### src/rtl/core/pca_pkg.sv
// ----------------------------------------------------------------------------
// pca_pkg
// Shared types and constants of the PID controller with anti-windup.
// ----------------------------------------------------------------------------
package pca_pkg;

  localparam int INT_W   = 64;
  localparam int INDEX_W = 3;

  typedef enum logic [INDEX_W-1:0] {
    REG_KP  = 3'd0,
    REG_KI  = 3'd1,
    REG_KD  = 3'd2,
    REG_LO  = 3'd3,
    REG_HI  = 3'd4,
    REG_DT  = 3'd5
  } reg_index_t;

  typedef enum logic [3:0] {
    CMD_NONE     = 4'd0,
    CMD_LOAD     = 4'd1,
    CMD_CLEAR    = 4'd2,
    CMD_MUL_STEP = 4'd3,
    CMD_INTEG    = 4'd4,
    CMD_LOAD_KI  = 4'd5,
    CMD_DIV_INIT = 4'd6,
    CMD_DIV_STEP = 4'd7,
    CMD_LOAD_KD  = 4'd8,
    CMD_FINISH   = 4'd9
  } cmd_op_t;

  typedef struct packed {
    cmd_op_t op;
  } ctrl_cmd_t;

  typedef struct packed {
    logic last;
    logic dt_zero;
  } dp_status_t;

endpackage

### src/rtl/core/pca_datapath.sv
// ----------------------------------------------------------------------------
// pca_datapath
// Registers, shift-add multiplier and restoring divider of the PID step.
// ----------------------------------------------------------------------------
module pca_datapath #(
  parameter int DATA_WIDTH = 32,
  parameter int FRAC_BITS  = 16,
  parameter int GAIN_WIDTH = 36,
  parameter int CFG_W      = 36
) (
  input  logic                             clk,
  input  logic                             rst,
  input  pca_pkg::ctrl_cmd_t               cmd,
  output pca_pkg::dp_status_t              status,
  input  logic                             cfg_we,
  input  logic [pca_pkg::INDEX_W-1:0]      cfg_index,
  input  logic [CFG_W-1:0]                 cfg_data,
  input  logic signed [DATA_WIDTH-1:0]     setpoint,
  input  logic signed [DATA_WIDTH-1:0]     measured,
  input  logic [DATA_WIDTH-1:0]            time_step,
  output logic [DATA_WIDTH-1:0]            control_out,
  output logic                             saturated
);

  localparam int DW     = DATA_WIDTH;
  localparam int FB     = FRAC_BITS;
  localparam int GW     = GAIN_WIDTH;
  localparam int INT_W  = pca_pkg::INT_W;
  localparam int E_W    = DW + 1;
  localparam int D_W    = DW + 2;
  localparam int NUM_W  = D_W + FB;
  localparam int B_W    = (GW > DW) ? GW : DW;
  localparam int P1     = 2 * DW + 2;
  localparam int P2     = INT_W + GW + 1;
  localparam int ACC_W  = ((P1 > P2) ? P1 : P2) + 2;
  localparam int MAXN   = (NUM_W > B_W) ? NUM_W : B_W;
  localparam int CNT_W  = $clog2(MAXN);
  localparam int QX_W   = NUM_W + INT_W;
  localparam int DT_DEF = ((1 << FB) + 5) / 10;

  logic [GW-1:0]           kp, ki, kd;
  logic signed [DW-1:0]    lo, hi;
  logic [DW-1:0]           ddt;

  logic signed [E_W-1:0]   e_r, prev;
  logic [DW-1:0]           dt_r;
  logic signed [INT_W-1:0] integ, old_integ;
  logic signed [ACC_W-1:0] acc, mcand;
  logic [B_W-1:0]          mplier;
  logic [CNT_W-1:0]        cnt;
  logic [DW-1:0]           rem;
  logic [NUM_W-1:0]        nq;
  logic                    neg;
  logic [DW-1:0]           out_r;
  logic                    sat_r;

  logic signed [E_W-1:0]   e_in;
  logic [DW-1:0]           dt_in;
  logic signed [ACC_W-1:0] acc_step, inc, old_ext, sum, full, lo_ext, hi_ext;
  logic signed [ACC_W-1:0] max_ext, min_ext;
  logic signed [INT_W-1:0] integ_sat, rate;
  logic signed [D_W-1:0]   diff;
  logic [D_W-1:0]          diff_mag;
  logic [DW:0]             r2;
  logic                    ge;
  logic [QX_W-1:0]         qx;
  logic [INT_W-1:0]        rate_mag;
  logic                    clamp_lo, clamp_hi;

  always_comb begin
    e_in     = $signed({setpoint[DW-1], setpoint}) - $signed({measured[DW-1], measured});
    dt_in    = (time_step == '0) ? ddt : time_step;
    acc_step = mplier[0] ? acc + mcand : acc;
    inc      = acc >>> FB;
    old_ext  = ACC_W'(integ);
    sum      = old_ext + inc;
    max_ext  = ACC_W'({1'b0, {(INT_W-1){1'b1}}});
    min_ext  = -max_ext - ACC_W'(1);
    if (sum > max_ext) begin
      integ_sat = {1'b0, {(INT_W-1){1'b1}}};
    end else if (sum < min_ext) begin
      integ_sat = {1'b1, {(INT_W-1){1'b0}}};
    end else begin
      integ_sat = sum[INT_W-1:0];
    end
    diff     = D_W'(e_r) - D_W'(prev);
    diff_mag = diff[D_W-1] ? D_W'(-diff) : D_W'(diff);
    r2       = {rem, nq[NUM_W-1]};
    ge       = r2 >= {1'b0, dt_r};
    qx       = QX_W'(nq);
    rate_mag = (|qx[QX_W-1:INT_W-1]) ? {1'b0, {(INT_W-1){1'b1}}} : qx[INT_W-1:0];
    rate     = neg ? -$signed(rate_mag) : $signed(rate_mag);
    full     = acc >>> FB;
    lo_ext   = ACC_W'(lo);
    hi_ext   = ACC_W'(hi);
    clamp_lo = full < lo_ext;
    clamp_hi = full > hi_ext;
  end

  always_ff @(posedge clk) begin
    if (rst) begin
      kp  <= '0;
      ki  <= '0;
      kd  <= '0;
      lo  <= {1'b1, {(DW-1){1'b0}}};
      hi  <= {1'b0, {(DW-1){1'b1}}};
      ddt <= DW'(DT_DEF);
    end else if (cfg_we) begin
      unique case (cfg_index)
        pca_pkg::REG_KP: kp  <= cfg_data[GW-1:0];
        pca_pkg::REG_KI: ki  <= cfg_data[GW-1:0];
        pca_pkg::REG_KD: kd  <= cfg_data[GW-1:0];
        pca_pkg::REG_LO: lo  <= cfg_data[DW-1:0];
        pca_pkg::REG_HI: hi  <= cfg_data[DW-1:0];
        pca_pkg::REG_DT: ddt <= cfg_data[DW-1:0];
        default: ;
      endcase
    end
  end

  always_ff @(posedge clk) begin
    if (rst) begin
      integ <= '0;
      prev  <= '0;
    end else begin
      unique case (cmd.op)
        pca_pkg::CMD_CLEAR: begin
          integ <= '0;
          prev  <= '0;
          out_r <= '0;
          sat_r <= 1'b0;
        end
        pca_pkg::CMD_LOAD: begin
          e_r    <= e_in;
          dt_r   <= dt_in;
          acc    <= '0;
          mcand  <= ACC_W'(e_in);
          mplier <= B_W'(dt_in);
          cnt    <= CNT_W'(DW - 1);
        end
        pca_pkg::CMD_MUL_STEP: begin
          acc    <= acc_step;
          mcand  <= mcand <<< 1;
          mplier <= mplier >> 1;
          cnt    <= cnt - 1'b1;
        end
        pca_pkg::CMD_INTEG: begin
          old_integ <= integ;
          integ     <= integ_sat;
          acc       <= '0;
          mcand     <= ACC_W'(e_r);
          mplier    <= B_W'(kp);
          cnt       <= CNT_W'(GW - 1);
        end
        pca_pkg::CMD_LOAD_KI: begin
          mcand  <= ACC_W'(integ);
          mplier <= B_W'(ki);
          cnt    <= CNT_W'(GW - 1);
        end
        pca_pkg::CMD_DIV_INIT: begin
          nq  <= {diff_mag, {FB{1'b0}}};
          rem <= '0;
          neg <= diff[D_W-1];
          cnt <= CNT_W'(NUM_W - 1);
        end
        pca_pkg::CMD_DIV_STEP: begin
          rem <= ge ? DW'(r2 - {1'b0, dt_r}) : r2[DW-1:0];
          nq  <= {nq[NUM_W-2:0], ge};
          cnt <= cnt - 1'b1;
        end
        pca_pkg::CMD_LOAD_KD: begin
          mcand  <= ACC_W'(rate);
          mplier <= B_W'(kd);
          cnt    <= CNT_W'(GW - 1);
        end
        pca_pkg::CMD_FINISH: begin
          prev <= e_r;
          if (clamp_lo) begin
            out_r <= lo;
            sat_r <= 1'b1;
          end else if (clamp_hi) begin
            out_r <= hi;
            sat_r <= 1'b1;
          end else begin
            out_r <= full[DW-1:0];
            sat_r <= 1'b0;
          end
          if ((clamp_lo || clamp_hi) && (ki != '0)) begin
            integ <= old_integ;
          end
        end
        default: ;
      endcase
    end
  end

  assign status.last    = (cnt == '0);
  assign status.dt_zero = (dt_r == '0);
  assign control_out    = out_r;
  assign saturated      = sat_r;

endmodule

### src/rtl/core/pca_ctrl.sv
// ----------------------------------------------------------------------------
// pca_ctrl
// Sequencer of the PID step: multiply, integrate, divide, clamp, deliver.
// ----------------------------------------------------------------------------
module pca_ctrl (
  input  logic                clk,
  input  logic                rst,
  input  logic                in_valid,
  input  logic                in_clear,
  output logic                in_ready,
  output logic                out_valid,
  input  logic                out_ready,
  input  pca_pkg::dp_status_t status,
  output pca_pkg::ctrl_cmd_t  cmd
);

  typedef enum logic [11:0] {
    S_IDLE     = 12'b000000000001,
    S_MUL_DT   = 12'b000000000010,
    S_INTEG    = 12'b000000000100,
    S_MUL_KP   = 12'b000000001000,
    S_LOAD_KI  = 12'b000000010000,
    S_MUL_KI   = 12'b000000100000,
    S_DIV_INIT = 12'b000001000000,
    S_DIV      = 12'b000010000000,
    S_LOAD_KD  = 12'b000100000000,
    S_MUL_KD   = 12'b001000000000,
    S_FINISH   = 12'b010000000000,
    S_OUT      = 12'b100000000000
  } state_t;

  state_t state, state_next;

  always_comb begin
    state_next = state;
    cmd.op     = pca_pkg::CMD_NONE;
    unique case (state)
      S_IDLE: begin
        if (in_valid) begin
          cmd.op     = in_clear ? pca_pkg::CMD_CLEAR : pca_pkg::CMD_LOAD;
          state_next = in_clear ? S_OUT : S_MUL_DT;
        end
      end
      S_MUL_DT: begin
        cmd.op = pca_pkg::CMD_MUL_STEP;
        if (status.last) state_next = S_INTEG;
      end
      S_INTEG: begin
        cmd.op     = pca_pkg::CMD_INTEG;
        state_next = S_MUL_KP;
      end
      S_MUL_KP: begin
        cmd.op = pca_pkg::CMD_MUL_STEP;
        if (status.last) state_next = S_LOAD_KI;
      end
      S_LOAD_KI: begin
        cmd.op     = pca_pkg::CMD_LOAD_KI;
        state_next = S_MUL_KI;
      end
      S_MUL_KI: begin
        cmd.op = pca_pkg::CMD_MUL_STEP;
        if (status.last) state_next = status.dt_zero ? S_FINISH : S_DIV_INIT;
      end
      S_DIV_INIT: begin
        cmd.op     = pca_pkg::CMD_DIV_INIT;
        state_next = S_DIV;
      end
      S_DIV: begin
        cmd.op = pca_pkg::CMD_DIV_STEP;
        if (status.last) state_next = S_LOAD_KD;
      end
      S_LOAD_KD: begin
        cmd.op     = pca_pkg::CMD_LOAD_KD;
        state_next = S_MUL_KD;
      end
      S_MUL_KD: begin
        cmd.op = pca_pkg::CMD_MUL_STEP;
        if (status.last) state_next = S_FINISH;
      end
      S_FINISH: begin
        cmd.op     = pca_pkg::CMD_FINISH;
        state_next = S_OUT;
      end
      S_OUT: begin
        if (out_ready) state_next = S_IDLE;
      end
      default: state_next = S_IDLE;
    endcase
  end

  always_ff @(posedge clk) begin
    if (rst) begin
      state <= S_IDLE;
    end else begin
      state <= state_next;
    end
  end

  assign in_ready  = (state == S_IDLE);
  assign out_valid = (state == S_OUT);

endmodule

### src/rtl/core/pid_controller_antiwindup.sv
// ----------------------------------------------------------------------------
// pid_controller_antiwindup
// Fixed-point positional PID step with output clamp and integral rollback.
// ----------------------------------------------------------------------------
// channel   dir  handshake          payload
// s_*       in   s_tvalid/s_tready  tdata setpoint,measured,time_step; tuser opcode
// m_*       out  m_tvalid/m_tready  tdata control_out; tuser saturated
// cfg_*     in   cfg_we             cfg_index, cfg_data
//
// One transaction at a time. A compute transaction runs through the
// one-bit-per-cycle shift-add multiplier and the restoring divider; when both
// the time step and default_dt are zero the divide and kd product are skipped.
// A clear transaction gives its result the next cycle.
// Reset is synchronous; a held result stalls the input until taken.
module pid_controller_antiwindup #(
  parameter int DATA_WIDTH = 32,
  parameter int FRAC_BITS  = 16,
  parameter int GAIN_WIDTH = 36
) (
  input  logic                            clk,
  input  logic                            rst,
  input  logic                            s_tvalid,
  output logic                            s_tready,
  // setpoint, measured, time_step
  input  logic [((3*DATA_WIDTH+7)/8)*8-1:0] s_tdata,
  // opcode
  input  logic                            s_tuser,
  output logic                            m_tvalid,
  input  logic                            m_tready,
  // control_out
  output logic [((DATA_WIDTH+7)/8)*8-1:0] m_tdata,
  // saturated
  output logic                            m_tuser,
  input  logic                            cfg_we,
  input  logic [pca_pkg::INDEX_W-1:0]     cfg_index,
  input  logic [((GAIN_WIDTH > DATA_WIDTH) ? GAIN_WIDTH : DATA_WIDTH)-1:0] cfg_data
);

  localparam int DW       = DATA_WIDTH;
  localparam int OUT_TD_W = ((DATA_WIDTH + 7) / 8) * 8;
  localparam int CFG_W    = (GAIN_WIDTH > DATA_WIDTH) ? GAIN_WIDTH : DATA_WIDTH;

  pca_pkg::ctrl_cmd_t  cmd;
  pca_pkg::dp_status_t status;
  logic [DW-1:0]       control_out;

  pca_ctrl u_ctrl (
    .clk       (clk),
    .rst       (rst),
    .in_valid  (s_tvalid),
    .in_clear  (s_tuser),
    .in_ready  (s_tready),
    .out_valid (m_tvalid),
    .out_ready (m_tready),
    .status    (status),
    .cmd       (cmd)
  );

  pca_datapath #(
    .DATA_WIDTH (DATA_WIDTH),
    .FRAC_BITS  (FRAC_BITS),
    .GAIN_WIDTH (GAIN_WIDTH),
    .CFG_W      (CFG_W)
  ) u_dp (
    .clk         (clk),
    .rst         (rst),
    .cmd         (cmd),
    .status      (status),
    .cfg_we      (cfg_we),
    .cfg_index   (cfg_index),
    .cfg_data    (cfg_data),
    .setpoint    (s_tdata[DW-1:0]),
    .measured    (s_tdata[2*DW-1:DW]),
    .time_step   (s_tdata[3*DW-1:2*DW]),
    .control_out (control_out),
    .saturated   (m_tuser)
  );

  assign m_tdata = OUT_TD_W'(control_out);

`ifndef SYNTHESIS
  a_one_at_a_time: assert property (@(posedge clk) disable iff (rst)
    !(s_tready && m_tvalid))
    else $error("input accepted while a result is pending");

  a_clear_result: assert property (@(posedge clk) disable iff (rst)
    s_tvalid && s_tready && s_tuser |=> m_tvalid && !m_tuser && (m_tdata == '0))
    else $error("clear transaction did not give a zero result");

  a_compute_latency: assert property (@(posedge clk) disable iff (rst)
    s_tvalid && s_tready && !s_tuser |=> !m_tvalid && !s_tready)
    else $error("compute transaction finished too early");
`endif

endmodule
### config.mk
export PLATFORM = sky130hd
export DESIGN_NAME = pid_controller_antiwindup
export DESIGN_NICKNAME = d
export VERILOG_FILES = /design/src/rtl/core/pca_pkg.sv /design/src/rtl/core/pca_datapath.sv /design/src/rtl/core/pca_ctrl.sv /design/src/rtl/core/pid_controller_antiwindup.sv
export SDC_FILE = /design/constraint.sdc
export NUM_CORES = 2
export LEC_CHECK = 0
export BUFFER_PORTS_ARGS = -buffer_cell sky130_fd_sc_hd__buf_2
export CAP_MARGIN = 30
export CORE_MARGIN = 2
export CORE_UTILIZATION = 45
export CTS_CLUSTER_SIZE = 16
export DETAILED_ROUTE_END_ITERATION = 6
export GPL_ROUTABILITY_DRIVEN = 0
export PLACE_DENSITY = 0.64
export SLEW_MARGIN = 40
export SYNTH_ARGS = -nofsm -noshare
export SYNTH_HDL_FRONTEND = slang
export SYNTH_SLANG_ARGS = --single-unit
export TNS_END_PERCENT = 50
### constraint.sdc
create_clock -name clk -period 9.1 [get_ports clk]
set_input_delay 0 -clock clk [delete_from_list [all_inputs] [get_ports clk]]
set_output_delay 0 -clock clk [all_outputs]
set_load 0.03 [all_outputs]
## Word level (Yosys, flattened, before mapping)

Cells that the tools add are included.

- Bits in writable memories: 0
- Memories: 0
- Latch bits: 0
- Bits of input ports: 141
- Word-level logic and storage cells: 138
- Register bits: 806
- Memory bits (read-only): 0
- Output and inout bits: 35

- Add/subtract/negate cells: 8
- Magnitude comparators: 5
- Shifts and indexed selects: 0
- Bitwise gates (word level): 1
- Reductions and logical operators: 33
- Multiplexer cells: 35
- Div/mod/pow operators: 0
- Equality and inequality tests: 35
- $mul: 0

Operators with widths:

| kind | count |
|---|---|
| case mux 103 bit (5 select lines) | 1 |
| 2-to-1 mux 64 bit | 4 |
| case mux 103 bit (2 select lines) | 1 |
| case mux 64 bit (3 select lines) | 1 |
| case mux 36 bit (5 select lines) | 1 |
| case mux 12 bit (12 select lines) | 1 |
| 2-to-1 mux 32 bit | 4 |
| case mux 32 bit (2 select lines) | 2 |
| adder 103 bit | 1 |
| greater-than comparator 103 x 64 -> 1 bit, second input constant | 1 |
| < comparator 103 x 64 -> 1 bit, second input constant | 1 |
| 2-to-1 mux 103 bit | 1 |
| case mux 50 bit (2 select lines) | 1 |
| 2-to-1 mux 12 bit | 8 |
| adder 64 x 87 -> 88 bit | 1 |
| greater-than comparator 87 x 32 -> 1 bit | 1 |
| < comparator 87 x 32 -> 1 bit | 1 |
| case mux 33 bit (2 select lines) | 1 |
| zero test 32 bit | 2 |
| negator 50 -> 64 bit | 1 |
| nonzero test 36 bit | 1 |
| 2-to-1 mux 34 bit | 1 |
| negator 34 bit | 1 |
| subtractor 33 x 33 -> 34 bit | 1 |
| 47 further kinds | 78 |

## Logic depth before layout (Yosys ltp)

- Word-level depth: 7
- Mapped depth: 17
- Mapped depth without buffers: 17

## By module

A second synthesis with hierarchy kept.

- Cells, all modules: 6122
- Area total of the unflattened synthesis: 54050.6 um^2

Modules (own cells, without submodules):

| module | seq. area each (um^2) | area each (um^2) | times used | cells each |
|---|---|---|---|---|
| pca_datapath | 20830.0 | 53228.6 | 1 | 6026 |
| pca_ctrl | 240.2 | 822.0 | 1 | 96 |

## Worst setup path before layout

OpenSTA, ideal clock, no wires.

- Path type: reg-to-reg
- From: register u_ctrl.state[3]
- To: register u_dp.cnt[0] (enable)
- Buffers on the path: 1
- Data required time: 8.768 ns
- Library setup time: 0.332 ns
- Period minus slack after synthesis: 9.998 ns
- Arrival time: 9.666 ns
- Stages on the path, launching flop included: 12
- Path slack: -0.898 ns
- Cell sequence: dfxtp_1 nor2_1 nand2_1 nor3_1 nand2_1 or3_1 nor3b_1 or3_1 clkbuf_1 nor2_1 a21oi_1 or2_2

- Cells in the longest elaborated chain, start to end: 7
- Elaborated cells on any way between the ends: 24
- Those cells by class: 18 x eq/ne; 1 x mux; 5 x reduce/logical

RTL lines:

| what | line | source |
|---|---|---|
| start: declaration | pca_ctrl.sv:32 | `state_t state, state_next;` |
| start signal: assignment | pca_ctrl.sv:95 | `state <= state_next;` |
| == test 12 x 2 -> 1 bit (tied with other cells) | pca_ctrl.sv:37 | `unique case (state)` |
| OR reduction 4 bit (no line) | n/a |  |
| case mux 4 bit (8 select lines) * | pca_ctrl.sv:37 |  |
| == test 4 x 3 -> 1 bit (tied with other cells) | pca_datapath.sv:126 | `unique case (cmd.op)` |
| OR reduction 3 bit (no line) / OR reduction 2 bit (equally long branches) | n/a |  |
| nonzero test 4 bit (no line) * | n/a |  |
| AND reduction 2 bit (no line) * | n/a |  |
| end signal: assignment | pca_datapath.sv:139 | `cnt <= CNT_W'(DW - 1);` |
| end signal: assignment | pca_datapath.sv:145 | `cnt <= cnt - 1'b1;` |
| end signal: assignment | pca_datapath.sv:153 | `cnt <= CNT_W'(GW - 1);` |
| end: declaration | pca_datapath.sv:50 | `logic [CNT_W-1:0] cnt;` |

Mark *: on every way between the ends. The rest lies on a longest branch, timed or not.
A chain may end at the register's enable or synchronous reset.

## Worst setup path after layout

- From: register u_dp.acc[18]
- To: register u_dp.integ[28]

- Cells in the longest elaborated chain, start to end: 5
- Elaborated cells on any way between the ends: 12
- Those cells by class: 1 x add/sub; 4 x order compare; 1 x eq/ne; 3 x mux; 3 x reduce/logical

RTL lines:

| what | line | source |
|---|---|---|
| start: declaration | pca_datapath.sv:48 | `logic signed [ACC_W-1:0] acc, mcand;` |
| start signal: assignment | pca_datapath.sv:142 | `acc <= acc_step;` |
| adder 64 x 87 -> 88 bit (tied with other cells) | pca_datapath.sv:76 | `sum = old_ext + inc;` |
| < comparator 103 x 64 -> 1 bit / logical OR 1 bit (equally long branches) | pca_datapath.sv:81, pca_datapath.sv:188 |  |
| 2-to-1 mux 64 bit / logical AND 1 bit (equally long branches) | pca_datapath.sv:81, pca_datapath.sv:188 |  |
| 2-to-1 mux 64 bit / != test 2 x 1 -> 1 bit (equally long branches) | n/a |  |
| case mux 64 bit (3 select lines) / AND reduction 2 bit (equally long branches) | n/a |  |
| end signal: assignment | pca_datapath.sv:149 | `integ <= integ_sat;` |
| end signal: assignment | pca_datapath.sv:189 | `integ <= old_integ;` |
| end: declaration | pca_datapath.sv:47 | `logic signed [INT_W-1:0] integ, old_integ;` |

Several ways; a longest one is shown, not always the timed one.

==> results.md <==
- Run status: complete, but fails checks
- Violated checks: DRC
- Num CTS Buffers: between 90 and 100
- Total I/O pin count: between 150 and 200
- Setup Viol. Count Final: 0
- Post_cts resized: 0
- Highest metal used: met5
- Detail Route Antenna Nets: 0
- Detailed route wirelength on metal3: roughly 20 mm
- Total power: around 0.0099 W
- Fin. Hold Viols: 0
- Cell Pwr Density: ~160 nW/µm²
- Maxcap violations: 0
- Grt total ovfl: 0
- # DRC: 25
- Number of flops mapped to enable cells by yosys: 493
- FF-to-FF End: u_dp.integ[28]
- Num rows: approximately 130
- Fmax: approximately 170 MHz
- Crit-path slowest cell: a2111oi_1
- IO Port Bufs: approximately 180
- First-pass GRT wire length: around 290 mm
- DIE HEIGHT: between 300 and 400 µm
- Vias per cell: about 6.2
- Initial antenna violation count: 12
- Drt total wl: around 190 mm
- Worst hold path type: primary input to register
- WHS Endpoint: u_dp.e_r[2]
- CP max FO: 31
- Top cells by area, synth: edfxtp_1 (27%), dfxtp_1 (11%), ha_1 (11%)
- Wire per inst: 23.19 µm
- Hold depth: 4
- WP data required: 9.72 ns
- Total GRT Usage: roughly 30%
- DRT iter0 DRCs: ~6200
- Slowest stage delay, CP: 0.64 ns
- Critical Path AT: 6.61 ns
- RSZ-0062 raised after global routing: no
- Most common cell on crit path: a211o_1
- Syn Nets: 7021
- Layout cells sized above 1: 7.418%
- CP delay by family, top: compound AO/OA/AOI/OAI gates
- CTS tree: built
- Final Max Slew Viols: 0
- Detailed placement HPWL: between 100 and 150 mm
- Filler cells: between 10000 and 15000
- Initial Util: between 40% and 50%
- FF-to-FF Start: u_dp.acc[18]
- Final Net Count: 7150
- Cells after synthesis: approximately 6400
- M1 WL: about 81 mm
- Clock Path Buffers: 3
- Synth warn: 0
- Critical Path Start Type: register
- Slew margin rel.: 38.19%
- Most frequent cells in the layout: nand2_1 (879), a21oi_1 (706), nor2_1 (654), edfxtp_1 (493), ha_1 (463)
- First drt pass iteration count: 7
- Top cell type's share of synthesized area: 26.92%
- Die X: around 350 µm
- Die area: roughly 130000 µm²
- Cells on worst reg2reg path: 15
- Netlist cell types: 90
- Syn avg cell area: roughly 8.6 µm²
- Register area share after synthesis: a little under two fifths
- Clock latency on the worst-skew pair: between 0.6 and 0.7 ns
- CP endpoint kind: register
- WL met2: 82.66 mm
- Main flop type after synthesis: edfxtp_1
- Hold Crit Start: s_tdata[1]
- Reg2Reg Setup Slack: 3.11 ns
- Vias in the first global route: roughly 47000
- Max H-tree Level: 3
- Vias: around 51000
- Core area: 121600 µm²
- Fin crit share: approximately 66%
- CTS Sinks: 806
- Worst VDD drop: roughly 0.14 mV
- WP buf/inv: 1
- Slew @ Worst Pin: about 0.93 ns
- #FFs+latches synth: roughly 810
- CTS root buffer: clkbuf_16
- Yosys top cell by area: edfxtp_1
- P&R area growth vs syn: 12.22%
- LEAKAGE: approximately 25 nW
- FFs w/ async S/R, synth: 0%
- Clock skew: 0.03234 ns
- Min Tclk post-route: around 6.0 ns
- Largest net degree at the start of global routing: between 100 and 150
- Critical path class: register to register
- Commonest non-fill, non-tap cell in the layout: nand2_1
- Critical-path cell list: ha_1 -> o211ai_1 -> o211ai_2 -> a31oi_1 -> nor4_1 -> o31ai_1 -> a211o_1 -> a2111oi_1 -> or3_1 -> nand3b_1 -> or4_1 -> o41ai_4 -> and2_1 -> buf_4 -> a211o_1
- Final setup TNS: 0 ns
- Clk pin slew, worst setup/hold paths: ~0.060 ns
- Synth Cell Area: ~55000 µm²
cell families (layout without fill, tap and decap cells):
| group | count (synthesis) | in the layout | synth area share [%] |
|---|---|---|---|
| AND/OR/NAND/NOR | 2308 | 2308 | 19.11 |
| AO/OA/AOI/OAI | 1902 | 1902 | 22.20 |
| flip-flops | 806 | 806 | 38.32 |
| buffers and inverters | 577 | 784 | 3.980 |
| adder cells (fa/ha/maj) | 468 | 468 | 10.72 |
| XOR/XNOR | 318 | 318 | 5.065 |
| multiplexers | 33 | 33 | 0.6121 |
| other | 0 | 3 | 0 |
synthesized netlist by cell type, types with 11 or more instances:
cell type and instances:
a211o_1 60, a211oi_1 89, a21boi_0 18, a21o_1 203
a21oi_1 711, a221oi_1 13, a222oi_1 63, a22oi_1 78
a31oi_1 43, a32oi_1 14, a41oi_1 13, and2_1 43
and3_1 34, buf_1 19, buf_2 12, clkbuf_1 278
dfxtp_1 313, edfxtp_1 493, ha_1 463, inv_1 266
mux2i_1 28, nand2_1 880, nand2b_1 79, nand3_1 137
nand3b_1 48, nand4_1 107, nor2_1 662, nor2b_1 54
nor3_1 93, nor3b_1 12, nor4_1 52, o2111ai_1 11
o211ai_1 42, o21a_1 67, o21ai_0 282, o21bai_1 51
o31ai_1 35, o41ai_1 14, or2_2 21, or3_1 36
xnor2_1 191, xor2_1 127
registers in the layout (all words and copies together), names as in the netlist, 6 cells and up:
register,cells
u_dp.kd,36
u_dp.lo,32
u_dp.kp,36
u_dp.ki,36
u_dp.acc,103
u_dp.mcand,103
u_dp.e_r,33
u_ctrl.state,12
u_dp.rem,32
u_dp.ddt,32
u_dp.hi,32
u_dp.cnt,6
u_dp.old_integ,64
u_dp.nq,50
u_dp.dt_r,32
u_dp.mplier,36
u_dp.integ,64
u_dp.control_out,32
u_dp.prev,33
metal layers:
layer	track usage, %	up-vias
met5	0	-
met2	44.89	2467
met1	41.10	24270
met4	10.94	12
li1	-	23700
met3	6.129	423
tightest hold or removal path, cell delays in order:
cell and delay [ns]:
buf_2 0.11, inv_1 0.07, fa_1 0.21, xnor2_1 0.13
power by group:
group | switching [W] | internal (W)
sequential | 0.000138 | 0.00405
clock | 0.00164 | 0.00224
combinational | 0.00118 | 0.000674
total | 0.00296 | 0.00696
worst max path at each step:
| stage | startpoint | cells past startpoint | slack, ns | endpoint |
|---|---|---|---|---|
| floorplan | u_ctrl.state[10] | 9 | 1.97 | u_dp.acc[0] |
| global placement | u_dp.acc[45] | 15 | 3.16 | u_dp.integ[3] |
| detailed placement | u_dp.acc[45] | 15 | 3.14 | u_dp.integ[28] |
| CTS | u_dp.acc[18] | 15 | 3.10 | u_dp.integ[28] |
| global route | u_dp.acc[18] | 15 | 2.77 | u_dp.integ[11] |
| finish | u_dp.acc[18] | 15 | 3.11 | u_dp.integ[28] |
metrics by stage:
step           hold slack [ns]  utilization (%)  instance area, µm²  instances  worst slack [ns]
2_1_floorplan           0.1208                -               54990       6412             1.971
3_3_place_gp            0.3058            47.21               57380       7964             3.164
3_5_place_dp            0.3211            47.34               57550       7973             3.139
4_1_cts             0.00009132            50.71               61650       8242             3.101
5_1_grt                0.02159            50.76               61700       8244             2.769
6_report               0.03168            50.76               61710       8247             3.106
cell type report:
cell class                      instances  area [µm²]  area share, %
Antenna cell                            3       7.507        0.01217
Clock buffer                          116        2535          4.108
Clock inverter                         55       581.8         0.9429
Inverter                              266       998.5          1.618
Multi-Input combinational cell       5029       31980          51.82
Sequential cell                       806       21070          34.15
Tap cell                             1625        2033          3.295
Timing Repair Buffer                  347        2501          4.053
what timing repair did:
item | in CTS | in global routing
endpoints found under the hold margin | 295 | 0
setup buffers | 0 | 0
hold buffers | 98 | 0
No activity file was read; power rests on OpenSTA's default activity.
